### config.mk
export PLATFORM = sky130hd
export DESIGN_NAME = crsp_mul
export DESIGN_NICKNAME = d
export VERILOG_FILES = /design/src/design/crsp_pkg.sv /design/src/design/crsp_mul.sv
export SDC_FILE = /design/constraint.sdc
export NUM_CORES = 2
export LEC_CHECK = 0
export ABC_AREA = 1
export BUFFER_PORTS_ARGS = -buffer_cell sky130_fd_sc_hd__buf_2
export CAP_MARGIN = 10
export CELL_PAD_IN_SITES_DETAIL_PLACEMENT = 0
export CELL_PAD_IN_SITES_GLOBAL_PLACEMENT = 1
export CORE_UTILIZATION = 45
export DETAILED_ROUTE_END_ITERATION = 8
export PLACE_DENSITY_LB_ADDON = 0.1
export SYNTH_ARGS = -nofsm -noshare
export SYNTH_HDL_FRONTEND = slang
export SYNTH_SLANG_ARGS = --single-unit
### constraint.sdc
create_clock -name aclk -period 16.4 [get_ports aclk]
set_input_delay 0.82 -clock aclk [delete_from_list [all_inputs] [get_ports aclk]]
set_output_delay 0.82 -clock aclk [all_outputs]
set_load 0.02 [all_outputs]
### src/design/crsp_pkg.sv
// Shared types, constants and saturating helpers for the response spectrum peak unit.
`timescale 1ns / 1ps

package crsp_pkg;

    // Datapath word of the shared units
    localparam int WORD_W = 64;
    localparam int SH_W = 6;
    localparam int FRAC = 40;
    // Sample fixed point is aligned to this many bits before use
    localparam int AG_POINT = 48;
    // Divider runs 64 integer bits plus 40 fraction bits
    localparam int DIV_STEPS = WORD_W + FRAC;
    localparam int DIV_CNT_W = $clog2(DIV_STEPS);

    localparam int SAMPLE_WIDTH_DEF = 32;
    localparam int STATE_WIDTH_DEF = 48;

    // Configuration registers
    localparam int CFG_DATA_W = 24;
    localparam int CFG_IDX_W = 2;
    localparam logic [CFG_IDX_W-1:0] CFG_FREQ = 2'd0;
    localparam logic [CFG_IDX_W-1:0] CFG_DAMP = 2'd1;
    localparam logic [CFG_IDX_W-1:0] CFG_STEP = 2'd2;
    localparam int FREQ_W = 24;
    localparam int DAMP_W = 16;
    localparam int STEP_W = 24;
    localparam logic [FREQ_W-1:0] FREQ_RST = 24'd16384;
    localparam logic [DAMP_W-1:0] DAMP_RST = 16'd3277;
    localparam logic [STEP_W-1:0] STEP_RST = 24'd83886;

    localparam logic signed [WORD_W-1:0] WMAX = {1'b0, {(WORD_W-1){1'b1}}};
    localparam logic signed [WORD_W-1:0] WMIN = {1'b1, {(WORD_W-1){1'b0}}};
    localparam logic signed [WORD_W-1:0] ONE_Q40 = 64'sd1 <<< FRAC;
    // 2*pi rounded to Q.40
    localparam logic signed [WORD_W-1:0] TWO_PI =
        ((64'sd6283186 <<< FRAC) + 64'sd500000) / 64'sd1000000;

    typedef struct packed {
        logic                     start;
        logic signed [WORD_W-1:0] a;
        logic signed [WORD_W-1:0] b;
        logic [SH_W-1:0]          sh;
    } mul_req_t;

    typedef struct packed {
        logic                     done;
        logic signed [WORD_W-1:0] prod;
    } mul_rsp_t;

    typedef struct packed {
        logic              start;
        logic [WORD_W-1:0] num;
        logic [WORD_W-1:0] den;
    } div_req_t;

    typedef struct packed {
        logic                     done;
        logic signed [WORD_W-1:0] quot;
    } div_rsp_t;

    function automatic logic signed [WORD_W-1:0] sadd(input logic signed [WORD_W-1:0] a,
                                                     input logic signed [WORD_W-1:0] b);
        logic signed [WORD_W:0] s;
        s = {a[WORD_W-1], a} + {b[WORD_W-1], b};
        if (s[WORD_W] != s[WORD_W-1]) begin
            sadd = s[WORD_W] ? WMIN : WMAX;
        end else begin
            sadd = s[WORD_W-1:0];
        end
    endfunction

    function automatic logic signed [WORD_W-1:0] sneg(input logic signed [WORD_W-1:0] a);
        sneg = (a == WMIN) ? WMAX : -a;
    endfunction

    function automatic logic [WORD_W-1:0] uabs(input logic signed [WORD_W-1:0] a);
        uabs = a[WORD_W-1] ? (WORD_W'(0) - WORD_W'(a)) : WORD_W'(a);
    endfunction

endpackage

### src/design/crsp_mul.sv
// Shared rounding, saturating fixed-point multiplier built from 32x32 partial products.
`timescale 1ns / 1ps

module crsp_mul (
    input  logic                aclk,
    input  logic                aresetn,
    input  crsp_pkg::mul_req_t  req,
    output crsp_pkg::mul_rsp_t  rsp
);

    localparam int W = crsp_pkg::WORD_W;
    localparam int HW = W / 2;

    typedef enum logic [1:0] {M_IDLE, M_PROD, M_RND, M_SHF} mstate_t;

    mstate_t                   mstate_reg;
    logic [2:0]                cnt_reg;
    logic                      neg_reg;
    logic [W-1:0]              ua_reg;
    logic [W-1:0]              ub_reg;
    logic [crsp_pkg::SH_W-1:0] sh_reg;
    logic [W-1:0]              prod_reg;
    logic [1:0]                sft_reg;
    logic [2*W-1:0]            acc_reg;
    logic                      done_reg;
    logic signed [W-1:0]       res_reg;

    logic [HW-1:0]  a_part;
    logic [HW-1:0]  b_part;
    logic [W-1:0]   part_prod;
    logic [1:0]     part_sft;
    logic [2*W-1:0] part_shifted;
    logic [2*W-1:0] rnd;
    logic [2*W-1:0] shifted;
    logic [W-1:0]   mag;

    // partial product select and alignment
    always_comb begin
        a_part = cnt_reg[0] ? ua_reg[W-1:HW] : ua_reg[HW-1:0];
        b_part = cnt_reg[1] ? ub_reg[W-1:HW] : ub_reg[HW-1:0];
        part_prod = a_part * b_part;
        part_sft = {1'b0, cnt_reg[0]} + {1'b0, cnt_reg[1]};
        part_shifted = {{W{1'b0}}, prod_reg} << {sft_reg, 5'b0};
        rnd = {{(2*W-1){1'b0}}, 1'b1} << (sh_reg - 6'd1);
        shifted = acc_reg >> sh_reg;
        mag = (|shifted[2*W-1:W-1]) ? W'(crsp_pkg::WMAX) : {1'b0, shifted[W-2:0]};
    end

    always_ff @(posedge aclk) begin
        if (!aresetn) begin
            mstate_reg <= M_IDLE;
            done_reg <= 1'b0;
            cnt_reg <= 3'd0;
        end else begin
            done_reg <= 1'b0;
            case (mstate_reg)
                M_IDLE: begin
                    if (req.start) begin
                        neg_reg <= req.a[W-1] ^ req.b[W-1];
                        ua_reg <= crsp_pkg::uabs(req.a);
                        ub_reg <= crsp_pkg::uabs(req.b);
                        sh_reg <= req.sh;
                        acc_reg <= '0;
                        cnt_reg <= 3'd0;
                        mstate_reg <= M_PROD;
                    end
                end
                M_PROD: begin
                    // product of this pass, sum of the previous one
                    if (cnt_reg != 3'd4) begin
                        prod_reg <= part_prod;
                        sft_reg <= part_sft;
                    end
                    if (cnt_reg != 3'd0) begin
                        acc_reg <= acc_reg + part_shifted;
                    end
                    cnt_reg <= cnt_reg + 3'd1;
                    if (cnt_reg == 3'd4) begin
                        mstate_reg <= M_RND;
                    end
                end
                M_RND: begin
                    acc_reg <= acc_reg + rnd;
                    mstate_reg <= M_SHF;
                end
                M_SHF: begin
                    res_reg <= neg_reg ? -$signed(mag) : $signed(mag);
                    done_reg <= 1'b1;
                    mstate_reg <= M_IDLE;
                end
                default: mstate_reg <= M_IDLE;
            endcase
        end
    end

    assign rsp.done = done_reg;
    assign rsp.prod = res_reg;

endmodule

==> out/metrics.yaml <==
status: "finished clean"
grt_overflow_total: 0
worst-setup-path-type: "reg -> reg"
globalplace.congestion: 1.03
cts-resized-gates: 0
drv_cap: 0
max-slew-margin-rel: 0.143
clkTransAtPathRegs_ps: 70
fmax_ghz: 0.101
cp-end-kind: "flip-flop"
fin_worst_skew_ps: 77.4
slowest_stage: "inv_1"
synth_seq_area_share: 0.169
cts_root_buffer: "clkbuf_16"
largest_register_ff_count: 128
grt_max_degree: 137
vias: 68100
synth-seq-cells: 399
cts_tree: "yes"
syn-mean-instance-area_um2: 7.30
first_iter_violations: 7619
cts_hold_buffers: 0
setup_violations: 0
mostFrequentLayoutCells: "nand2_1 (1941), inv_1 (1622), nor2_1 (1364), fa_1 (897), nand3_1 (678)"
cp.arrival_ps: 10320
worst_path_most_repeated_cell: "inv_1"
cts_sinks: 399
via_per_inst: 5.80
drtPass1Iterations: 6
drive_above_1_share: 0.0638
yosys_warnings: 0
cpPeakStageDelay_ps: 890
synth-edff-count: 393
rows: 144
clkLatencyLatePin_ps: 720
dp.final_hpwl_um: 256000
die_area_um2: 158000
synth_area_um2: 70400
final_common_cell: "nand2_1"
fillers: 15700
die_w_um: 398
track_usage: 0.395
numCtsBuffers: 53
fin_tns_setup_ps: 0
avgRoutedWirePerCell_um: 26.8
ant_nets: 0
synthArstFlopShare: 0
post-route-period-util: 0.604
hp-class: "in -> reg"
rsz0062_at_grt: "no"
synthFlopType: "edfxtp_1"
syn_inst: 9649
final_max_slew_viol_count: 0
synth_nets: 11100
grt_pass1_vias: 67500
grt_antenna_before_repair: 8
postRouteWirelength_um: 314000
cp.required_ps: 16820
grt_first_pass_wirelength_um: 455000
crit_path_max_fanout: 33
area_growth_pct: 7.20
finalHoldViolCount: 0
cts_buffer_depth: 3
ios: 202
num-nets-final: 11100
fin_crit_ps: 9900
port_buffers: 201
worst_slew_pin_slew_ps: 1290
synth_cell_types: 63
die_h_um: 398
fp.coreArea_um2: 155000
cts_setup_buffers: 0
htreeDepth: 2
startpoint_type: "flip-flop"
start_util: 0.455
drc: 0
## metal layers
layer / track usage / up-vias / share of wire
li1: - / 30600 / -
met1: 0.490 / 33100 / 0.38
met2: 0.622 / 3463 / 0.44
met3: 0.0801 / 848 / 0.089
met4: 0.267 / 6 / 0.083
met5: 0 / - / 0.00015
## synthesized netlist by cell type, types with 25 or more instances
cell,n,area [um^2]
o21a_1,54,405
ha_1,400,5000
mux2i_1,54,541
fa_1,897,18000
nand4_1,59,369
edfxtp_1,393,11800
nor3_1,59,295
o22ai_1,97,607
nor2_1,1366,5130
a31oi_1,112,701
o21ai_1,62,310
or2_2,84,526
clkbuf_1,249,935
buf_2,58,290
o21ai_0,437,2190
nand3_1,678,3390
nand2_1,1942,7290
nor4_1,25,156
xnor2_1,96,841
buf_1,56,210
xor2_1,132,1160
a21oi_1,498,2490
inv_1,1625,6100
## logic make-up (layout without fill, tap and decap cells)
family	after synthesis	after routing	synth area share
mux	54	54	0.00768
fa+ha+maj	1297	1297	0.326
compound gates	1363	1363	0.107
other cells	0	5	0
xor+xnor	228	228	0.0284
buf+inv	2043	2090	0.112
flops	399	399	0.169
simple gates	4265	4265	0.250
## area by class of cell
class / instances / area, um^2 / share of cell area
flip-flops and latches: 399 / 11900 / 0.158
clock buffers: 60 / 1380 / 0.0183
inverters: 1656 / 6220 / 0.0825
well taps: 2044 / 2560 / 0.0339
repair buffers: 334 / 2020 / 0.0267
multi-input cells: 7207 / 50900 / 0.675
clock inverters: 40 / 428 / 0.00567
diodes: 5 / 12.5 / 0.000166
## worst max-delay path: cells and delay by family (launching register included)
kind                     cells  cell delay, ps
adder cells (fa/ha/maj)      9            4170
buffers and inverters       10            2300
AO/OA/AOI/OAI                8            1870
AND/OR/NAND/NOR              5             770
flip-flops                   1             320
XOR/XNOR                     1             170
## metrics by stage
step	setup WS [ps]	cells	cell area, um^2	utilization	hold WS, ps
after floorplan	2360	9649	70400	-	460
after global placement	6590	11600	73600	0.476	476
after detailed placement	6640	11600	73600	0.476	486
after CTS	6650	11700	75400	0.488	246
after global routing	6050	11700	75400	0.488	281
final	6500	11700	75500	0.488	280
## worst paths after layout
check	from	to	slack [ps]	cells past startpoint
worst max-delay path	cnt_reg[0]$_SDFFE_PN0P_	prod_reg[56]$_DFFE_PP_	6500	33
worst min-delay path	req[0]	sh_reg[0]$_DFFE_PP_	280	1
worst max register to register	cnt_reg[0]$_SDFFE_PN0P_	prod_reg[56]$_DFFE_PP_	6500	33
worst min register to register	cnt_reg[2]$_SDFFE_PN0P_	cnt_reg[2]$_SDFFE_PN0P_	510	2
Power is left out: the tool's default activity adds up to more than one toggle a clock period on the data nets, which glitch-free logic cannot reach.
