## config.mk

```make
export PLATFORM = sky130hd
export DESIGN_NAME = crsp_div
export DESIGN_NICKNAME = d
export VERILOG_FILES = /design/src/design/crsp_pkg.sv /design/src/design/crsp_div.sv
export SDC_FILE = /design/constraint.sdc
export NUM_CORES = 1
export LEC_CHECK = 0
export ABC_AREA = 1
export BUFFER_PORTS_ARGS = -buffer_cell sky130_fd_sc_hd__buf_2
export CAP_MARGIN = 20
export CORE_ASPECT_RATIO = 0.7
export CORE_MARGIN = 8
export CORE_UTILIZATION = 50
export CTS_BUF_LIST = sky130_fd_sc_hd__clkbuf_8 sky130_fd_sc_hd__clkbuf_16
export DETAILED_ROUTE_END_ITERATION = 7
export PLACE_DENSITY = 0.69
export SYNTH_ARGS = -nofsm -noshare
export SYNTH_HDL_FRONTEND = slang
export SYNTH_SLANG_ARGS = --single-unit
```

## constraint.sdc

```tcl
create_clock -name aclk -period 14.23 [get_ports aclk]
set_input_delay 2.846 -clock aclk [delete_from_list [all_inputs] [get_ports aclk]]
set_output_delay 2.846 -clock aclk [all_outputs]
set_load 0.05 [all_outputs]
```

## src/design/crsp_pkg.sv

```systemverilog
// Shared types, constants and saturating helpers for the response spectrum peak unit.
`timescale 1ns / 1ps

package crsp_pkg;

    // Datapath word of the shared units
    localparam int WORD_W = 64;
    localparam int SH_W = 6;
    localparam int FRAC = 40;
    // Sample fixed point is aligned to this many bits before use
    localparam int AG_POINT = 48;
    // Divider runs 64 integer bits plus 40 fraction bits
    localparam int DIV_STEPS = WORD_W + FRAC;
    localparam int DIV_CNT_W = $clog2(DIV_STEPS);

    localparam int SAMPLE_WIDTH_DEF = 32;
    localparam int STATE_WIDTH_DEF = 48;

    // Configuration registers
    localparam int CFG_DATA_W = 24;
    localparam int CFG_IDX_W = 2;
    localparam logic [CFG_IDX_W-1:0] CFG_FREQ = 2'd0;
    localparam logic [CFG_IDX_W-1:0] CFG_DAMP = 2'd1;
    localparam logic [CFG_IDX_W-1:0] CFG_STEP = 2'd2;
    localparam int FREQ_W = 24;
    localparam int DAMP_W = 16;
    localparam int STEP_W = 24;
    localparam logic [FREQ_W-1:0] FREQ_RST = 24'd16384;
    localparam logic [DAMP_W-1:0] DAMP_RST = 16'd3277;
    localparam logic [STEP_W-1:0] STEP_RST = 24'd83886;

    localparam logic signed [WORD_W-1:0] WMAX = {1'b0, {(WORD_W-1){1'b1}}};
    localparam logic signed [WORD_W-1:0] WMIN = {1'b1, {(WORD_W-1){1'b0}}};
    localparam logic signed [WORD_W-1:0] ONE_Q40 = 64'sd1 <<< FRAC;
    // 2*pi rounded to Q.40
    localparam logic signed [WORD_W-1:0] TWO_PI =
        ((64'sd6283186 <<< FRAC) + 64'sd500000) / 64'sd1000000;

    typedef struct packed {
        logic                     start;
        logic signed [WORD_W-1:0] a;
        logic signed [WORD_W-1:0] b;
        logic [SH_W-1:0]          sh;
    } mul_req_t;

    typedef struct packed {
        logic                     done;
        logic signed [WORD_W-1:0] prod;
    } mul_rsp_t;

    typedef struct packed {
        logic              start;
        logic [WORD_W-1:0] num;
        logic [WORD_W-1:0] den;
    } div_req_t;

    typedef struct packed {
        logic                     done;
        logic signed [WORD_W-1:0] quot;
    } div_rsp_t;

    function automatic logic signed [WORD_W-1:0] sadd(input logic signed [WORD_W-1:0] a,
                                                     input logic signed [WORD_W-1:0] b);
        logic signed [WORD_W:0] s;
        s = {a[WORD_W-1], a} + {b[WORD_W-1], b};
        if (s[WORD_W] != s[WORD_W-1]) begin
            sadd = s[WORD_W] ? WMIN : WMAX;
        end else begin
            sadd = s[WORD_W-1:0];
        end
    endfunction

    function automatic logic signed [WORD_W-1:0] sneg(input logic signed [WORD_W-1:0] a);
        sneg = (a == WMIN) ? WMAX : -a;
    endfunction

    function automatic logic [WORD_W-1:0] uabs(input logic signed [WORD_W-1:0] a);
        uabs = a[WORD_W-1] ? (WORD_W'(0) - WORD_W'(a)) : WORD_W'(a);
    endfunction

endpackage

```

## src/design/crsp_div.sv

```systemverilog
// Shared restoring divider, one quotient bit per cycle, Q.40 result saturated.
`timescale 1ns / 1ps

module crsp_div (
    input  logic                aclk,
    input  logic                aresetn,
    input  crsp_pkg::div_req_t  req,
    output crsp_pkg::div_rsp_t  rsp
);

    localparam int W = crsp_pkg::WORD_W;
    localparam int CW = crsp_pkg::DIV_CNT_W;
    localparam logic [CW-1:0] LAST_STEP = CW'(crsp_pkg::DIV_STEPS - 1);

    logic                busy_reg;
    logic [CW-1:0]       cnt_reg;
    logic [W-1:0]        num_reg;
    logic [W-1:0]        den_reg;
    logic [W-1:0]        rem_reg;
    logic [W-1:0]        quot_reg;
    logic                sticky_reg;
    logic                done_reg;
    logic signed [W-1:0] res_reg;

    logic [W-1:0] rem_shift;
    logic         ge;

    // remainder stays below the divisor, so one shift never overflows
    always_comb begin
        rem_shift = {rem_reg[W-2:0], num_reg[W-1]};
        ge = (rem_shift >= den_reg);
    end

    always_ff @(posedge aclk) begin
        if (!aresetn) begin
            busy_reg <= 1'b0;
            done_reg <= 1'b0;
            cnt_reg <= '0;
        end else begin
            done_reg <= 1'b0;
            if (!busy_reg) begin
                if (req.start) begin
                    num_reg <= req.num;
                    den_reg <= req.den;
                    rem_reg <= '0;
                    quot_reg <= '0;
                    sticky_reg <= 1'b0;
                    cnt_reg <= '0;
                    busy_reg <= 1'b1;
                end
            end else begin
                rem_reg <= ge ? (rem_shift - den_reg) : rem_shift;
                num_reg <= {num_reg[W-2:0], 1'b0};
                quot_reg <= {quot_reg[W-2:0], ge};
                sticky_reg <= sticky_reg | quot_reg[W-1];
                cnt_reg <= cnt_reg + 1'b1;
                if (cnt_reg == LAST_STEP) begin
                    // any quotient bit at or above the sign position saturates
                    res_reg <= (sticky_reg | quot_reg[W-1] | quot_reg[W-2]) ?
                               crsp_pkg::WMAX : $signed({quot_reg[W-2:0], ge});
                    done_reg <= 1'b1;
                    busy_reg <= 1'b0;
                end
            end
        end
    end

    assign rsp.done = done_reg;
    assign rsp.quot = res_reg;

endmodule

```

==> out/metrics.cfg, run 1 <==
[grt]
grt_remaining_overflow=0
grtUsageMet3_pct=5.69
busiest_layer=met1
grtUsageTotal_pct=22.3
grt_pass1_wl_um=80100
antenna_found_initial=5
grt_pass1_vias=15078
grt_start_max_net_pins=83
grt_use_met2_pct=31.9
use_met1_pct=33.6

[die]
dieArea_um2=44900
start_util_pct=50.2
die_y_um=180
fp.dieW_um=250
rows=60
fp.coreArea_um2=38100
ios=196

[synthesis]
ys_ff_latch=329
synth_top_area_cell=edfxtp_1
ys.flop_type=edfxtp_1
synth_cell_types=44
async_reset_ff_share_pct=0
synth_compound_area_share_pct=2.53
synth_adder_area_share_pct=4.35
synth.mux.area_fraction_pct=0
synth-xor-area-share_pct=1.37
synth_fp_nets=2680
synthTopCellsByArea=edfxtp_1 50%, nand2_1 20%, inv_1 11%
ys_seq_area_share_pct=51.1
yosys.area_share.simple_pct=28.5
synth-edff-count=320
yosys_warnings=0
synth_top_family_by_area=simple AND/OR/NAND/NOR gates
syn_area_um2=19200
avgSynthCellArea_um2=7.72
synth_top_area_share_pct=50.1
syn_inst=2483

[clocking]
clk-insertion-delay-late_ns=0.53
clock_sinks=329
hold_buffers=0
cts-htree-levels=2
clk_pin_slew_worst_paths_ns=0.06
cts_resized=0
clk_path_buf_depth=3
post_cts_buffers=0
cts_tree=yes
numCtsBuffers=35
ctsRootBufferMaster=clkbuf_16

[sta]
grt_setup_unrepaired=false
worst_pin_slew_ns=1.06
slew_headroom_pct=29.4
fmax_ghz=0.200
finClkSkew_ns=0.0146
fin_crit_ns=5.00
tns_ns=0
period_share_pct=35.1
setup_slack_ns=9.23
final-setup-viol-count=0
final_hold_viol_count=0
slew_violations=0

[worst_setup_path]
start_kind=input pin
critPathBufInv=4
cp.required_ns=14.38
crit_fanout=76
critPathMostFrequentCell=buf_4
critical_path.cell_chain=buf_2 -> clkinv_1 -> nor2_4 -> buf_4 -> buf_4
critPathSlowestCell=buf_4
endpoint_kind=flop
cp_top_family=buffers and inverters
worstPathArrival_ns=5.15
slowest_delay_ns=0.80
criticalPathCategory=input pin to flop

[route]
drt_iter0_markers=1508
drtAntennaViolNets=0
wl_um=50700
drt-vias-per-instance=4.88
routed-via-count=15604
firstDrtPassIters=5
wire_per_inst_um=15.9
remaining_drc_errors=0

[cells_and_area]
syn2layout_area_growth_pct=13.5
final_common_cell=nand2_1
fin_nets=2873
drive_gt1_share_pct=11.4
final_cell_mix=1015 x nand2_1, 553 x inv_1, 320 x edfxtp_1

[status]
status=finished, final reports clean

[pwr]
ir_drop_uv=84.2
p_leak_nw=11.4
powerDensity_nw_per_um2=113

[min_path]
hp-class=flop to flop

[placement]
hpwl_um=38300
place.gp.congestion=0.990
pre_cts_slack_ns=8.62
portBuffers=195

[flow_run]
maxCapViolCount=0

[layout make-up]
type,instances,area [um2]
Fill cell,3582,16400
Inverter,556,2090
Clock buffer,36,901
Timing Repair Buffer,204,1060
Clock inverter,23,209
Sequential cell,329,9790
Antenna cell,1,2.50
Multi-Input combinational cell,1550,7070
Tap cell,496,621
[cells in the mapped netlist (2+ instances only)]
cell	number
nand2_1	1015
inv_1	549
edfxtp_1	320
nor2_1	198
ha_1	65
nand3_1	61
a21oi_1	42
clkbuf_1	34
o21ai_0	29
xor2_1	29
nand4_1	20
nor2_2	20
nor3_1	14
nand2_2	11
dfxtp_1	9
nand3b_1	8
o21ai_1	7
buf_4	6
buf_2	5
and2_1	4
inv_2	4
nand3_2	3
nor2_4	3
a211oi_1	2
a22oi_1	2
clkinv_1	2
nand2_4	2
nor4_1	2
o21bai_1	2
[worst paths after layout]
path / startpoint / endpoint / slack (ns) / cells after the start
worst min-delay path: cnt_reg[6]$_SDFFE_PN0N_ / cnt_reg[6]$_SDFFE_PN0N_ / 0.49 / 2
worst max-delay path: aresetn / rem_reg[27]$_SDFFCE_PN0P_ / 9.23 / 5
worst min register to register: cnt_reg[6]$_SDFFE_PN0N_ / cnt_reg[6]$_SDFFE_PN0N_ / 0.49 / 2
worst max register to register: num_reg[63]$_DFFE_PP_ / rem_reg[27]$_SDFFCE_PN0P_ / 10.91 / 17
[worst min-delay path: stages, from the launching register on]
cell and delay [ns]:
dfxtp_1 0.32, nand2_1 0.06, a221oi_1 0.06
[per-stage QoR]
step	instances	util [%]	cell area, um2	hold slack (ns)	power [mW]
2_1_floorplan	2483	-	19200	0.462	1.46
3_3_place_gp	3134	54.1	20600	0.473	1.56
3_5_place_dp	3134	54.1	20600	0.487	1.57
4_1_cts	3193	57.0	21700	0.499	2.47
5_1_grt	3194	57.0	21700	0.527	2.57
6_report	3195	57.0	21700	0.495	2.46
[cells by family (layout without fill, tap and decap cells)]
| family | count (synthesis) | count (layout) |
|---|---|---|
| AND/OR/NAND/NOR | 1363 | 1363 |
| buffers and inverters | 604 | 819 |
| flip-flops | 329 | 329 |
| AO/OA/AOI/OAI | 90 | 90 |
| adder cells (fa/ha/maj) | 66 | 66 |
| XOR/XNOR | 30 | 30 |
| other | 1 | 2 |
[metal layers]
metal  wire [um]  vias up
li1            -     7917
met1       24500     7105
met2       20300      504
met3        4870       68
met4         974       10
met5          58        -
[power breakdown]
| group | internal [mW] | switching [mW] | total [mW] |
|---|---|---|---|
| Sequential | 1.12 | 0.0229 | 1.15 |
| Combinational | 0.126 | 0.291 | 0.417 |
| Clock | 0.516 | 0.377 | 0.892 |
| Total | 1.77 | 0.690 | 2.46 |
No activity file was read; power rests on OpenSTA's default activity.
==> run 2, diff against run 1 <==
- PLACE_DENSITY: 0.69 -> 0.72
- clock period: 14.23 -> 4.3 ns (I/O delays scaled with it)
==> run 2 against run 1 <==
Via count rose by 1.1%. Utilization fell by 0.052 points. Final area barely moved. Non-clock buffer count fell by 1. Highest routed layer unchanged.
==> out/metrics.cfg, run 2 (same netlist as run 1, synthesis figures left out) <==
[status]
status=finished, final reports clean

[clocking]
cts_resized=0  ; unchanged
ctsRootBufferMaster=clkbuf_16
clock_sinks=329  ; unchanged
cts-htree-levels=2  ; unchanged
clk_path_buf_depth=3  ; unchanged
hold_buffers=0  ; unchanged
post_cts_buffers=0  ; unchanged
numCtsBuffers=34  ; -2.9%
clk_pin_slew_worst_paths_ns=0.07  ; about the same
cts_tree=yes
clk-insertion-delay-late_ns=0.54  ; about the same

[worst_setup_path]
cp.required_ns=4.58  ; -9.80 ns
cp_top_family=simple AND/OR/NAND/NOR gates
crit_fanout=81  ; +6.6%
critical_path.cell_chain=ha_1 -> fa_1 -> inv_1 -> nand2_1 -> nand2_1 -> nand3_2 -> nand2_2 -> nand2_1 -> nand2_2 -> nand2_2 -> nand3_2 -> nand2_4 -> nand2_8 -> inv_4 -> nor2_1 -> nor2_1
critPathSlowestCell=fa_1
critPathBufInv=2  ; -2
criticalPathCategory=flop to flop
start_kind=flop
endpoint_kind=flop
slowest_delay_ns=0.41  ; -0.39 ns
worstPathArrival_ns=3.55  ; -1.60 ns

[placement]
place_inst=3133  ; -0.032%
pre_cts_slack_ns=1.15  ; -7.48 ns
place.gp.congestion=1.07  ; +7.9%
portBuffers=195  ; unchanged
hpwl_um=38300  ; about the same

[flow_run]
maxCapViolCount=0  ; unchanged

[pwr]
ir_drop_uv=279  ; +230%
powerDensity_nw_per_um2=372  ; +230%
p_leak_nw=11.4  ; -0.16%
power_mw=8.08  ; +230%

[die]
fp.coreArea_um2=38100  ; unchanged
ios=196  ; unchanged
rows=60  ; unchanged
fp.dieW_um=250  ; unchanged
dieArea_um2=44900  ; unchanged
die_y_um=180  ; unchanged
start_util_pct=50.2  ; unchanged

[sta]
hold_ws_ns=0.489  ; -0.00639 ns
final-setup-viol-count=0  ; unchanged
slew_violations=0  ; unchanged
fin_crit_ns=3.27
tns_ns=0  ; unchanged
grt_setup_unrepaired=false
slew_headroom_pct=30.5  ; +1.1 points
period_share_pct=76.1
worst_pin_slew_ns=1.04  ; -0.0170 ns
finClkSkew_ns=0.0218  ; +0.00722 ns
final_hold_viol_count=0  ; unchanged
setup_slack_ns=1.03  ; -8.20 ns
fmax_ghz=0.306

[cells_and_area]
n_fill_cell=3531  ; -1.4%
fin_cells=3195  ; unchanged
drive_gt1_share_pct=11.4  ; unchanged
syn2layout_area_growth_pct=13.4  ; about the same
final_common_cell=nand2_1
final_cell_mix=1015 x nand2_1, 553 x inv_1, 320 x edfxtp_1
fin_nets=2871  ; -0.070%

[route]
wire_per_inst_um=16.0  ; +0.68%
drtAntennaViolNets=0  ; unchanged
drt_iter0_markers=1558  ; +3.3%
firstDrtPassIters=5  ; unchanged
remaining_drc_errors=0  ; unchanged
routed-via-count=15782  ; +1.1%
drt-vias-per-instance=4.94  ; +1.1%
wl_um=51100  ; +0.68%

[grt]
antenna_found_initial=3  ; -2
grtUsageTotal_pct=22.4  ; +0.12 points
grt_pass1_wl_um=81200  ; +1.4%
grt_remaining_overflow=0  ; unchanged
grt_start_max_net_pins=169  ; +100%
grt_pass1_vias=14998  ; -0.53%

[min_path]
hp-class=input pin to flop

## run 2: per-stage QoR
step / utilization [%] / instance area (um2)
after floorplan: - / 19200
after global placement: 54.1 / 20600
after detailed placement: 54.1 / 20600
after CTS: 56.9 / 21700
after global routing: 57.0 / 21700
final: 57.0 / 21700
## run 2: worst paths after layout
| check | start | end | slack (ns) | depth (start not counted) |
|---|---|---|---|---|
| worst max-delay path | den_reg[0]$_DFFE_PP_ | rem_reg[31]$_SDFFCE_PN0P_ | 1.03 | 16 |
| worst max register to register | den_reg[0]$_DFFE_PP_ | rem_reg[31]$_SDFFCE_PN0P_ | 1.03 | 16 |
| worst min-delay path | req[48] | den_reg[48]$_DFFE_PP_ | 0.49 | 1 |
| worst min register to register | num_reg[21]$_DFFE_PP_ | num_reg[22]$_DFFE_PP_ | 0.52 | 2 |
## run 2: final cells by class
type | instances | area, um2 | share of cell area [%]
inverter | 556 | 2090 | 9.62
clock buffer | 34 | 851 | 3.92
timing repair buffer | 203 | 1070 | 4.94
multi-input combinational | 1550 | 7070 | 32.6
clock inverter | 26 | 220 | 1.01
tap | 496 | 621 | 2.86
sequential | 329 | 9790 | 45.1
antenna | 1 | 2.50 | 0.0115
## run 2: where the power goes
part           total, mW  switching, mW  internal (mW)
registers           3.80         0.0772           3.72
logic               1.37          0.953          0.419
clock network       2.91           1.27           1.63
## run 2: worst register-to-register path, cell delays in order, from the launching register on
cell and delay [ns]:
edfxtp_1 0.39, ha_1 0.23, fa_1 0.41, inv_1 0.12, nand2_1 0.06, nand2_1 0.08
nand3_2 0.07, nand2_2 0.13, nand2_1 0.08, nand2_2 0.10, nand2_2 0.07, nand3_2 0.10
nand2_4 0.07, nand2_8 0.36, inv_4 0.45, nor2_1 0.22, nor2_1 0.06
## run 2: per-layer routing
layer / vias to the layer above / part of all wire, % / GRT usage [%] / wire length, um
met4: 4 / 1.7 / 4.07 / 861
met5: - / 0.053 / 0 / 27
met2: 562 / 40 / 31.8 / 20300
met3: 65 / 9.6 / 4.91 / 4910
li1: 7907 / - / - / -
met1: 7244 / 49 / 34.7 / 24900
